===== src/sv/msg_pkg.sv =====
// Types and constants of the multi-source recording start gate.
package msg_pkg;

    localparam int NumSources = 6;
    localparam int TimeWidth  = 63;
    localparam int CfgWidth   = 40;

    localparam logic [NumSources-1:0] AllMask = '1;

    typedef enum logic [1:0] {
        PH_IDLE   = 2'd0,
        PH_ARMING = 2'd1,
        PH_WAIT   = 2'd2,
        PH_OPEN   = 2'd3
    } phase_t;

    // Command codes carried in the kind field; other codes act as a tick.
    localparam logic [2:0] KIND_TICK   = 3'd0;
    localparam logic [2:0] KIND_ARM    = 3'd1;
    localparam logic [2:0] KIND_RESET  = 3'd2;
    localparam logic [2:0] KIND_READY  = 3'd3;
    localparam logic [2:0] KIND_REFINE = 3'd4;

    // Configuration register indexes.
    localparam logic CFG_STABLE_WINDOW = 1'b0;
    localparam logic CFG_ARM_TIMEOUT   = 1'b1;

    localparam logic [CfgWidth-1:0] StableWindowReset = 40'd1500000000;
    localparam logic [CfgWidth-1:0] ArmTimeoutReset   = 40'd10000000000;

    typedef struct packed {
        logic [2:0]           kind;
        logic [2:0]           source;
        logic [TimeWidth-1:0] now_ns;
        logic [TimeWidth-1:0] exposure_ns;
    } msg_in_t;

    typedef struct packed {
        phase_t               phase;
        logic [5:0]           ready_mask;
        logic [5:0]           missing_mask;
        logic [TimeWidth-1:0] gate_time_ns;
        logic                 degraded;
        logic                 refined;
    } msg_out_t;

endpackage


===== src/sv/msg_core.sv =====
// Gate state registers, configuration registers and the per-item update logic.
module msg_core
    import msg_pkg::*;
(
    input  logic                clk,
    input  logic                rst_n,
    input  logic                cfg_we,
    input  logic                cfg_index,
    input  logic [CfgWidth-1:0] cfg_data,
    input  logic                step,
    input  msg_in_t             item,
    output msg_out_t            result
);

    logic [CfgWidth-1:0]   stable_window_reg;
    logic [CfgWidth-1:0]   arm_timeout_reg;
    phase_t                phase_reg, phase_next;
    logic [NumSources-1:0] ready_reg, ready_next;
    logic [TimeWidth-1:0]  armed_time_reg, armed_time_next;
    logic [TimeWidth-1:0]  stable_start_reg, stable_start_next;
    logic [TimeWidth-1:0]  gate_time_reg, gate_time_next;
    logic                  refined_reg, refined_next;
    logic                  degraded_reg, degraded_next;

    logic                  arm_hit;
    logic                  stable_hit;
    logic [NumSources-1:0] src_bit;

    always_ff @(posedge clk or negedge rst_n)
    begin
        if (!rst_n)
        begin
            stable_window_reg <= StableWindowReset;
            arm_timeout_reg   <= ArmTimeoutReset;
        end
        else if (cfg_we)
        begin
            if (cfg_index == CFG_STABLE_WINDOW)
            begin
                stable_window_reg <= cfg_data;
            end
            else
            begin
                arm_timeout_reg <= cfg_data;
            end
        end
    end

    // Deadlines are compared in 64 bits so that start plus window never wraps.
    assign arm_hit = (phase_reg == PH_ARMING) &&
        ({1'b0, item.now_ns} >= ({1'b0, armed_time_reg} + {24'd0, arm_timeout_reg}));
    assign stable_hit = (phase_reg == PH_WAIT) &&
        ({1'b0, item.now_ns} >= ({1'b0, stable_start_reg} + {24'd0, stable_window_reg}));

    assign src_bit = NumSources'(1) << item.source;

    always_comb
    begin
        phase_next        = phase_reg;
        ready_next        = ready_reg;
        armed_time_next   = armed_time_reg;
        stable_start_next = stable_start_reg;
        gate_time_next    = gate_time_reg;
        refined_next      = refined_reg;
        degraded_next     = degraded_reg;

        if (arm_hit)
        begin
            gate_time_next = item.now_ns;
            degraded_next  = 1'b1;
            phase_next     = PH_OPEN;
        end
        else if (stable_hit)
        begin
            gate_time_next = item.now_ns;
            phase_next     = PH_OPEN;
        end

        case (item.kind)
            KIND_ARM:
            begin
                if (phase_next == PH_IDLE)
                begin
                    phase_next      = PH_ARMING;
                    ready_next      = '0;
                    gate_time_next  = '0;
                    degraded_next   = 1'b0;
                    armed_time_next = item.now_ns;
                end
            end
            KIND_RESET:
            begin
                phase_next    = PH_IDLE;
                ready_next    = '0;
                refined_next  = 1'b0;
                degraded_next = 1'b0;
            end
            KIND_READY:
            begin
                if ((phase_next == PH_ARMING) && (item.source < 3'(NumSources)) &&
                    ((ready_reg & src_bit) == '0))
                begin
                    ready_next = ready_reg | src_bit;
                    if ((ready_reg | src_bit) == AllMask)
                    begin
                        phase_next        = PH_WAIT;
                        stable_start_next = item.now_ns;
                    end
                end
            end
            KIND_REFINE:
            begin
                if ((phase_next == PH_OPEN) && !refined_reg)
                begin
                    refined_next   = 1'b1;
                    gate_time_next = item.exposure_ns;
                end
            end
            default:
            begin
            end
        endcase
    end

    always_ff @(posedge clk or negedge rst_n)
    begin
        if (!rst_n)
        begin
            phase_reg        <= PH_IDLE;
            ready_reg        <= '0;
            armed_time_reg   <= '0;
            stable_start_reg <= '0;
            gate_time_reg    <= '0;
            refined_reg      <= 1'b0;
            degraded_reg     <= 1'b0;
        end
        else if (step)
        begin
            phase_reg        <= phase_next;
            ready_reg        <= ready_next;
            armed_time_reg   <= armed_time_next;
            stable_start_reg <= stable_start_next;
            gate_time_reg    <= gate_time_next;
            refined_reg      <= refined_next;
            degraded_reg     <= degraded_next;
        end
    end

    assign result.phase        = phase_next;
    assign result.ready_mask   = ready_next;
    assign result.missing_mask = AllMask ^ ready_next;
    assign result.gate_time_ns = gate_time_next;
    assign result.degraded     = degraded_next;
    assign result.refined      = refined_next;

endmodule


===== src/sv/multi_source_start_gate.sv =====
// An item is held in the input register, then its result in the result register.
// Throughput: one item per cycle unless the output stalls; an input register
// feeds the gate update logic that writes the result register in the same cycle.
// Stall on the output holds the result register and then the input register.
// Reset (rst_n low, asynchronous) empties both registers, sets the phase to idle,
// clears all gate state and loads the default window and timeout values.
module multi_source_start_gate
    import msg_pkg::*;
(
    input  logic                clk,
    input  logic                rst_n,
    input  logic                in_valid,
    output logic                in_stall,
    input  msg_in_t             in_data,
    output logic                out_valid,
    input  logic                out_stall,
    output msg_out_t            out_data,
    input  logic                cfg_we,
    input  logic                cfg_index,
    input  logic [CfgWidth-1:0] cfg_data
);

    logic     s1_valid_reg, s1_valid_next;
    msg_in_t  s1_item_reg;
    logic     out_valid_reg, out_valid_next;
    msg_out_t out_data_reg;
    msg_out_t result;
    logic     s1_move;
    logic     in_accept;

    // The held item advances whenever the result register is free or being taken.
    assign s1_move   = s1_valid_reg && (!out_valid_reg || !out_stall);
    assign in_stall  = s1_valid_reg && !s1_move;
    assign in_accept = in_valid && !in_stall;

    always_comb
    begin
        s1_valid_next = s1_valid_reg;
        if (in_accept)
        begin
            s1_valid_next = 1'b1;
        end
        else if (s1_move)
        begin
            s1_valid_next = 1'b0;
        end

        out_valid_next = out_valid_reg;
        if (s1_move)
        begin
            out_valid_next = 1'b1;
        end
        else if (!out_stall)
        begin
            out_valid_next = 1'b0;
        end
    end

    always_ff @(posedge clk or negedge rst_n)
    begin
        if (!rst_n)
        begin
            s1_valid_reg  <= 1'b0;
            out_valid_reg <= 1'b0;
        end
        else
        begin
            s1_valid_reg  <= s1_valid_next;
            out_valid_reg <= out_valid_next;
        end
    end

    always_ff @(posedge clk)
    begin
        if (in_accept)
        begin
            s1_item_reg <= in_data;
        end
        if (s1_move)
        begin
            out_data_reg <= result;
        end
    end

    msg_core u_core (
        .clk       (clk),
        .rst_n     (rst_n),
        .cfg_we    (cfg_we),
        .cfg_index (cfg_index),
        .cfg_data  (cfg_data),
        .step      (s1_move),
        .item      (s1_item_reg),
        .result    (result)
    );

    assign out_valid = out_valid_reg;
    assign out_data  = out_data_reg;

endmodule


===== config.mk =====
export PLATFORM = sky130hd
export DESIGN_NAME = multi_source_start_gate
export DESIGN_NICKNAME = d
export VERILOG_FILES = /design/src/sv/msg_pkg.sv /design/src/sv/msg_core.sv /design/src/sv/multi_source_start_gate.sv
export SDC_FILE = /design/constraint.sdc
export NUM_CORES = 1
export LEC_CHECK = 0
export ABC_AREA = 1
export BUFFER_PORTS_ARGS = -buffer_cell sky130_fd_sc_hd__buf_4
export CELL_PAD_IN_SITES_DETAIL_PLACEMENT = 0
export CELL_PAD_IN_SITES_GLOBAL_PLACEMENT = 1
export CORE_MARGIN = 3
export CORE_UTILIZATION = 42
export DETAILED_ROUTE_END_ITERATION = 10
export PLACE_DENSITY = 0.83
export REMOVE_ABC_BUFFERS = 1
export SETUP_SLACK_MARGIN = 0.05
export SYNTH_ARGS = -nofsm -noshare
export SYNTH_HDL_FRONTEND = slang
export SYNTH_SLANG_ARGS = --single-unit

===== constraint.sdc =====
create_clock -name clk -period 4.63 [get_ports clk]
set_clock_uncertainty 0.1 [all_clocks]
set_input_delay 0.463 -clock clk [delete_from_list [all_inputs] [get_ports clk]]
set_output_delay 0.463 -clock clk [all_outputs]
set_load 0.05 [all_outputs]

# Word level (Yosys, flattened, before mapping)
# Index checks and enable logic that the tools add are counted.
# totals
ff_bits	492
inputBits	178
word_cells	85
out_inout_bits	81
# classes
n_mux	23
addsub	2
n_lt_le_gt_ge	3
shifts	1
n_reduce_logical	21
eq_ne	10
bitwise	4
# ops
op	count
2-to-1 mux 63 bit	4
adder 63 x 40 -> 64 bit	2
>= comparator 63 x 64 -> 1 bit	2
one-hot mux 63 bit (2 select lines)	1
one-hot mux 6 bit (3 select lines)	1
2-to-1 mux 6 bit	2
2-to-1 mux 2 bit	5
logical AND 1 bit	8
2-to-1 mux 1 bit	7
bitwise AND 6 bit	1
== test 3 x 2 -> 1 bit (second input constant)	2
== test 6 bit (second input constant)	1
zero test 6 bit	1
NOT 6 bit	1
OR 6 bit	1
one-hot mux 2 bit (3 select lines)	1
left shift 1 x 3 -> 6 bit (first input constant)	1
zero test 1 bit	5
== test 2 x 1 -> 1 bit (second input constant)	2
== test 2 bit (second input constant)	2
one-hot mux 1 bit (2 select lines)	2
AND reduction 2 bit	2
AND reduction 4 bit	1
== test 3 x 1 -> 1 bit (second input constant)	1
other kinds (8)	8

# Longest topological paths before layout
# Gate-level depths: netlist of run 1.
# logic_depth
ltp_word	11
ltp_mapped	39
ltp_nobuf	37

# Hierarchy
# Synthesis of run 1 repeated with hierarchy kept, for this count alone.
# hier_totals
cells_unflattened	3099
area_unflattened_um2	27181.1
# modules_own_cells
module	area_per_inst_um2	seq_area_each_um2	cells_each	instances
msg_core	20749.9	7010.5	2876	1
multi_source_start_gate	6431.2	6386.1	223	1

# Least setup slack after synthesis of run 1
# Ideal clock, no wire load.
# synth_timing
kind	register to register
from	reg u_core.armed_time_reg[0]
to	reg u_core.gate_time_reg[30]
setup_time_ns	0.067
required_ns	4.463
arrival_time_ns	4.621
n_path_buf	1
stages_incl_launch_ff	30
period_less_slack_ns	4.787
slack_ns	-0.157
path_cell_list	dfrtp_1 ha_1 inv_1 fa_1 nand3b_1 nand2_1 a21oi_1 o21ai_1 a21boi_0 o21ai_1 a21oi_1 o21ai_2 nand3_1 a21oi_1 xor2_1 ha_1 nand2_1 nor4_1 nor4b_1 nand3_2 nand3_4 nand2_4 nand2_4 nand2_4 nor2_8 buf_12 nand3_2 nand2_2 nand2_1 nand2_1
# synth_rtl
item	line	text
from (decl)	msg_core.sv:19	logic [TimeWidth-1:0] armed_time_reg, armed_time_next;
from (signal assigned)	msg_core.sv:141	armed_time_reg <= armed_time_next;
to (signal assigned)	msg_core.sv:143	gate_time_reg <= gate_time_next;
to (decl)	msg_core.sv:21	logic [TimeWidth-1:0] gate_time_reg, gate_time_next;

# Worst setup path after layout of run 1
# layout_timing
from	reg u_core.arm_timeout_reg[0]
to	reg u_core.stable_start_reg[18]
# layout_via
elab_chain_len	8
# layout_rtl
item	line	text
from (decl)	msg_core.sv:16	logic [CfgWidth-1:0] arm_timeout_reg;
from (signal assigned)	msg_core.sv:34	arm_timeout_reg <= ArmTimeoutReset;
from (signal assigned)	msg_core.sv:44	arm_timeout_reg <= cfg_data;
adder 63 x 40 -> 64 bit	msg_core.sv:51	({1'b0, item.now_ns} >= ({1'b0, armed_time_reg} + {24'd0, arm_timeout_reg}));
>= comparator 63 x 64 -> 1 bit	msg_core.sv:51	
logical AND 1 bit	msg_core.sv:50	assign arm_hit = (phase_reg == PH_ARMING) &&
2-to-1 mux 2 bit	msg_core.sv:67	if (arm_hit)
== test 2 x 1 -> 1 bit	msg_core.sv:100	if ((phase_next == PH_ARMING) && (item.source < 3'(NumSources)) &&
logical AND 1 bit (2 in series)	msg_core.sv:100	
AND reduction 4 bit (no line)	n/a	
to (signal assigned)	msg_core.sv:142	stable_start_reg <= stable_start_next;
to (decl)	msg_core.sv:20	logic [TimeWidth-1:0] stable_start_reg, stable_start_next;
# Every way passes these cells.
# A chain may end at the register's enable or synchronous reset.

==> impl_metrics.yaml, run 1 <==
outcome:
  outcome: "finished, violations left"
  violations: "setup timing"
hold_path:
  holdCritStartpoint: "cfg_index"
  holdPathStages: 3
  min_to: "u_core.arm_timeout_reg[19]"
  hold_class: "in2reg"
global_route:
  grt_pass1_vias: 25200
  antenna_found_initial: 2
  grt-ovfl-total: 0
  grt_first_pass_wirelength_mm: 144
  grt_util_all_layers: 0.262
  grt_max_degree: 115
critical_path:
  crit_path_start_kind: "flop"
  r2r-end: "u_core.stable_start_reg[18]"
  reg2regPathDepth: 36
  crit_start: "u_core.arm_timeout_reg[0]"
  r2r_start: "u_core.arm_timeout_reg[0]"
  critical-path-slowest-cell: "dfrtp_1"
  worst_setup_path_end_kind: "flop"
  critical_path_class: "reg2reg"
  crit_arrival_ns: 5.63
  cp.required_ns: 5.04
  rrSetupSlack_ns: -0.59
  path_common_cell: "nand2_1"
  worstPathMaxFanout: 7
  slowest_delay_ns: 0.36
clock_network:
  cts-root-buf: "clkbuf_16"
  cts_buffers: 53
  cts_tree: "done"
  clk_pin_slew_worst_paths_ns: 0.07
  htree_levels: 2
  worstSkewPairLatency_ns: 0.65
  cts.sinks: 492
  cts.path.max_buffers: 3
placement:
  gp_congestion: 0.919
  port_buffers: 258
  dpl_cell_area_um2: 33600
  dp_hpwl_mm: 66.7
  dp_worst_setup_slack_ns: -0.967
power:
  p_per_area_nw_per_um2: 503
  p_leak_nw: 18.8
  peakVddDrop_mv: 0.370
  power_mw: 20.0
sta:
  hold_viol: 0
  rsz0062_at_grt: "yes"
  max_freq_mhz: 192
  fin_crit_ns: 5.22
  period_share: 1.13
  worst_slew_pin_slew_ns: 1.04
  worst_hold_slack_ns: 0.00591
  relSlewSlack: 0.310
  maxSlewViolCount: 0
  setup_violations: 214
  layout_setup_ws_ns: -0.588
floorplanning:
  row_count: 95
  die_w_um: 267
  initial_core_util: 0.425
  die_y_um: 267
  core_um2: 67300
  ios: 259
  die_area_um2: 71300
final_layout:
  utilization: 0.591
  area_growth_pct: 39.0
  regArea_um2: 13400
  fillers: 5652
  nets: 4427
  multiInputGateArea_um2: 14600
  largest_register_ff_count: 132
  drive_gt1_frac: 0.302
  postLayoutCellArea_um2: 39800
yosys:
  synth_warnings: 0
  syn_area_per_cell_um2: 8.74
  async_reset_ff_frac: 0.571
  syn_inst: 3273
  synthDistinctLibCells: 57
  synth_seq_area_share: 0.468
  synthFlopType: "dfrtp_1"
  synth_area_um2: 28600
  ys_ff_latch: 492
  synth_edf_count: 211
detailed_routing:
  wl_mm: 99.8
  dr.pass1.iters: 6
  wl_per_cell_um: 20.1
  dr.first_iter.drc_count: 2193
  drc: 0
  viasPerCell: 5.25
  drtAntennaViolNets: 0
  vias: 26000
job:
  maxCapViolations: 0
[cell type report]
class / instances / area share
Multi-Input combinational cell: 2343 / 0.367
Sequential cell: 492 / 0.337
Timing Repair Buffer: 816 / 0.189
Clock buffer: 64 / 0.0357
Inverter: 335 / 0.0318
Tap cell: 873 / 0.0275
Clock inverter: 36 / 0.0117
Antenna cell: 1 / 0.0000629
[how the worst max path moves through the flow]
stage / end / slack (ns) / depth (start not counted)
6_report: u_core.stable_start_reg[18] / -0.59 / 36
3_5_place_dp: u_core.stable_start_reg[17] / -0.97 / 32
2_1_floorplan: u_core.armed_time_reg[0] / -6.73 / 5
3_3_place_gp: u_core.gate_time_reg[10] / -0.92 / 36
5_1_grt: u_core.gate_time_reg[44] / -0.85 / 34
4_1_cts: u_core.gate_time_reg[5] / -0.55 / 36
[report_power, final]
group	total, mW	internal [mW]	switching, mW
sequential	6.50	5.67	0.831
combinational	8.90	3.79	5.11
clock	4.59	2.66	1.93
[metal layers]
layer / GRT usage / routed length, µm / vias up
li1: - / - / 12500
met1: 0.362 / 43500 / 12400
met2: 0.412 / 46000 / 972
met3: 0.0584 / 7590 / 163
met4: 0.0782 / 2710 / 2
met5: 0 / 20 / -
[cells in the final DEF, fill, tap and decap left out, types with 26 or more instances in the layout]
master         count
inv_1            315
xor2_1            66
ha_1             196
nand3_1          139
xnor2_1           50
nand2_2          150
nand3_2          106
nor3_1            26
nor2_1           141
nand2_4           37
dfrtp_1          258
clkbuf_16         76
dlygate4sd3_1    151
a21oi_1          137
nand2_1          803
buf_4            588
o21ai_0          196
edfxtp_1         211
o21ai_1           30
o21ai_2           54
[kinds of logic (layout without fill, tap and decap cells)]
| group | Yosys count | in the layout | synth area share |
|---|---|---|---|
| AOI/OAI and AO/OA | 530 | 530 | 0.100 |
| xor gates and xnor gates | 117 | 117 | 0.0358 |
| adders and majority gates | 208 | 208 | 0.0915 |
| buffers and inverters | 438 | 1251 | 0.0682 |
| DFF | 492 | 492 | 0.468 |
| other | 0 | 1 | 0 |
| and+or+nand+nor | 1488 | 1488 | 0.236 |
[what timing repair did]
item	CTS	global route
endpoints found under the hold margin	256	0
resized for setup	117	286
gates cloned	11	31
buffers inserted	22	30
hold buffers	151	0
pin swaps	44	116
setup endpoints to repair	215	215
[synth_stat cells (all sizes together), types with 3 or more instances]
master	instances	share of area
dfstp	23	0.021
a21boi	4	0.0010
buf	57	0.018
inv	334	0.044
nor4	14	0.0031
nor2	158	0.022
a21oi	167	0.030
o21bai	9	0.0024
o211ai	9	0.0024
a21o	8	0.0021
edfxtp	211	0.22
xnor2	51	0.016
o21a	14	0.0037
ha	206	0.090
a211oi	4	0.0010
o31ai	3	0.00079
xor2	66	0.020
nand2	991	0.14
nand3b	6	0.0016
nor3	30	0.0058
a31oi	22	0.0048
o21ai	284	0.050
clkbuf	46	0.0060
nand3	254	0.056
nand4	26	0.0064
and3	3	0.00066
dfrtp	258	0.23
[critical path, delay by kind of cell (launching register included)]
| kind | cells | cell delay [ns] |
|---|---|---|
| AND/OR/NAND/NOR | 15 | 1.47 |
| AO/OA/AOI/OAI | 9 | 1.25 |
| buffers and inverters | 9 | 1.17 |
| adder cells (fa/ha/maj) | 3 | 0.72 |
| flip-flops | 1 | 0.36 |
[metrics by stage]
step,cells,setup TNS [ns]
floorplan,3170,-1336.33
global placement,4619,-178.27
detailed placement,4619,-185.59
CTS,4903,-101.30
global route,4959,-166.04
finish,4960,-105.19
(Power assumes the default switching activity.)
==> run 2: changes to the inputs <==
- BUFFER_PORTS_ARGS: -buffer_cell sky130_fd_sc_hd__buf_4 -> -buffer_cell sky130_fd_sc_hd__clkbuf_2
==> run 2 against run 1 <==
The flow still finishes with violations (setup timing). Global-route usage is essentially flat. Wire length grew 0.19%. Combinational power rose by 2%. Non-clock buffer count is 22 higher. Maximum frequency shrank 2.1%. Sequential power is essentially flat. Utilization shrank 0.12 points. Final cell count increased by 0.46%. Final area decreased by 0.21%. Worst setup slack got worse by 0.11 ns. Highest routed layer is now met4.
==> impl_metrics.yaml, run 2 (synthesis results as in run 1) <==
clock_network:
  cts.path.max_buffers: 3
  cts.sinks: 492
  cts_buffers: 53
  cts_tree: "done"
  htree_levels: 2
  clk_pin_slew_worst_paths_ns: 0.07
  worstSkewPairLatency_ns: 0.65
  cts-root-buf: "clkbuf_16"
final_layout:
  layout_commonest_cell: "nand2_1"
  layout_common_cells: "nand2_1 (799), buf_4 (336), inv_1 (311), dfrtp_1 (258), clkbuf_2 (257)"
  nets: 4450
  drive_gt1_frac: 0.312
  area_growth_pct: 38.7
  largest_register_ff_count: 132
global_route:
  grt_max_degree: 128
  grt_pass1_vias: 25300
  grt_first_pass_wirelength_mm: 144
  antenna_found_initial: 3
  grt-ovfl-total: 0
  grt_util_all_layers: 0.262
floorplanning:
  die_w_um: 267
  die_area_um2: 71300
  initial_core_util: 0.425
  ios: 259
  row_count: 95
  die_y_um: 267
  core_um2: 67300
detailed_routing:
  viasPerCell: 5.26
  wl_mm: 100
  dr.first_iter.drc_count: 2417
  drc: 0
  vias: 26200
  wl_per_cell_um: 20.1
  dr.pass1.iters: 6
  drtAntennaViolNets: 0
sta:
  layout_setup_ws_ns: -0.700
  relSlewSlack: 0.361
  setup_violations: 215
  hold_viol: 0
  worst_slew_pin_slew_ns: 0.959
  fin_crit_ns: 5.33
  rsz0062_at_grt: "yes"
  max_freq_mhz: 188
  maxSlewViolCount: 0
  period_share: 1.15
outcome:
  violations: "setup timing"
  outcome: "finished, violations left"
power:
  combPwrFrac: 0.451
  p_leak_nw: 18.8
  pwr-share-clk: 0.225
  internal-power_mw: 12.1
  p_switching_mw: 7.97
  seqPwrFrac: 0.324
  power_mw: 20.1
  p_per_area_nw_per_um2: 506
  switching_share: 0.397
  peakVddDrop_mv: 0.474
job:
  maxCapViolations: 0
critical_path:
  cp_num_buf_inv: 8
  slowest_delay_ns: 0.39
  worst_setup_path_end_kind: "flop"
  critical-path-slowest-cell: "dfrtp_1"
  cp.required_ns: 4.89
  crit_family: "simple AND/OR/NAND/NOR gates"
  crit_arrival_ns: 5.59
  worstPathMaxFanout: 10
  critical_path_class: "reg2reg"
  crit_path_start_kind: "flop"
  path_common_cell: "nand2_2"
placement:
  dp_hpwl_mm: 65.8
  gp_congestion: 0.918
  port_buffers: 258
  dp_worst_setup_slack_ns: -1.03
hold_path:
  hold_class: "in2reg"
==> run 2: changes by cell type in the layout (fill, tap and decap cells not counted), moves of 10 or more <==
cell      delta
nand2_4     +11
buf_6       +16
clkbuf_2   +257
nand3_2     +10
buf_4      -252
o21ai_2     -11
nand3_1     -13
==> run 2: final timing paths <==
check,from,to,slack [ns],cells after the start
min in group asynchronous,rst_n,u_core.armed_time_reg[58],0.26,2
hold reg to reg,u_core.gate_time_reg[49],u_core.gate_time_reg[49],0.37,2
setup reg to reg,u_core.stable_start_reg[0],out_data[40],-0.70,36
hold / removal,cfg_data[20],u_core.arm_timeout_reg[20],0.01,3
setup / recovery,u_core.stable_start_reg[0],out_data[40],-0.70,36
max in group asynchronous,rst_n,u_core.stable_start_reg[13],3.11,3
==> run 2: worst min-delay path, stage by stage <==
cell,delay (ns)
clkbuf_2,0.08
inv_1,0.05
o21ai_0,0.07
==> run 2: area by class of cell <==
class                      count  area [µm²]
sequential                   492       13400
inverter                     335        1260
fill                        5668       27600
clock buffer                  71        1420
multi-input combinational   2344       15000
antenna                        1        2.50
tap                          873        1090
timing repair buffer         838        7080
clock inverter                29         417
==> run 2: per-layer routing <==
layer  routed length (µm)  up-vias  global-route usage
met4                 3220        0              0.0791
li1                     -    12500                   -
met1                42600    12400               0.365
met2                46000     1072               0.415
met5                    0        -             0.00135
met3                 8200      178              0.0525
==> run 2: power by group through the flow <==
stage | combinational (mW) | sequential [mW] | clock, mW
after global placement | 7.49 | 6.49 | 0
after CTS | 8.32 | 6.43 | 4.56
after detailed placement | 7.61 | 6.48 | 0
after floorplan | 4.30 | 6.84 | 0
final | 9.06 | 6.50 | 4.52
after global routing | 9.93 | 6.57 | 4.77
==> run 2: what timing repair did <==
item	in CTS	in global routing
endpoints found under the hold margin	201	0
pin swaps	46	106
gates cloned	11	29
hold buffers	156	0
resized for setup	151	332
setup buffers	30	25
setup endpoints to repair	215	215
==> run 2: through the flow <==
step / setup TNS [ns] / std cells / hold slack [ns] / utilization / cell area [µm²]
global placement: -187.36 / 4636 / 0.263 / 0.491 / 33000
CTS: -92.23 / 4933 / 0.00300 / 0.559 / 37600
finish: -127.71 / 4983 / 0.0107 / 0.590 / 39700
detailed placement: -186.82 / 4636 / 0.260 / 0.491 / 33000
floorplan: -1336.33 / 3170 / 0.0674 / - / 27900
global route: -170.57 / 4983 / 0.00796 / 0.590 / 39700
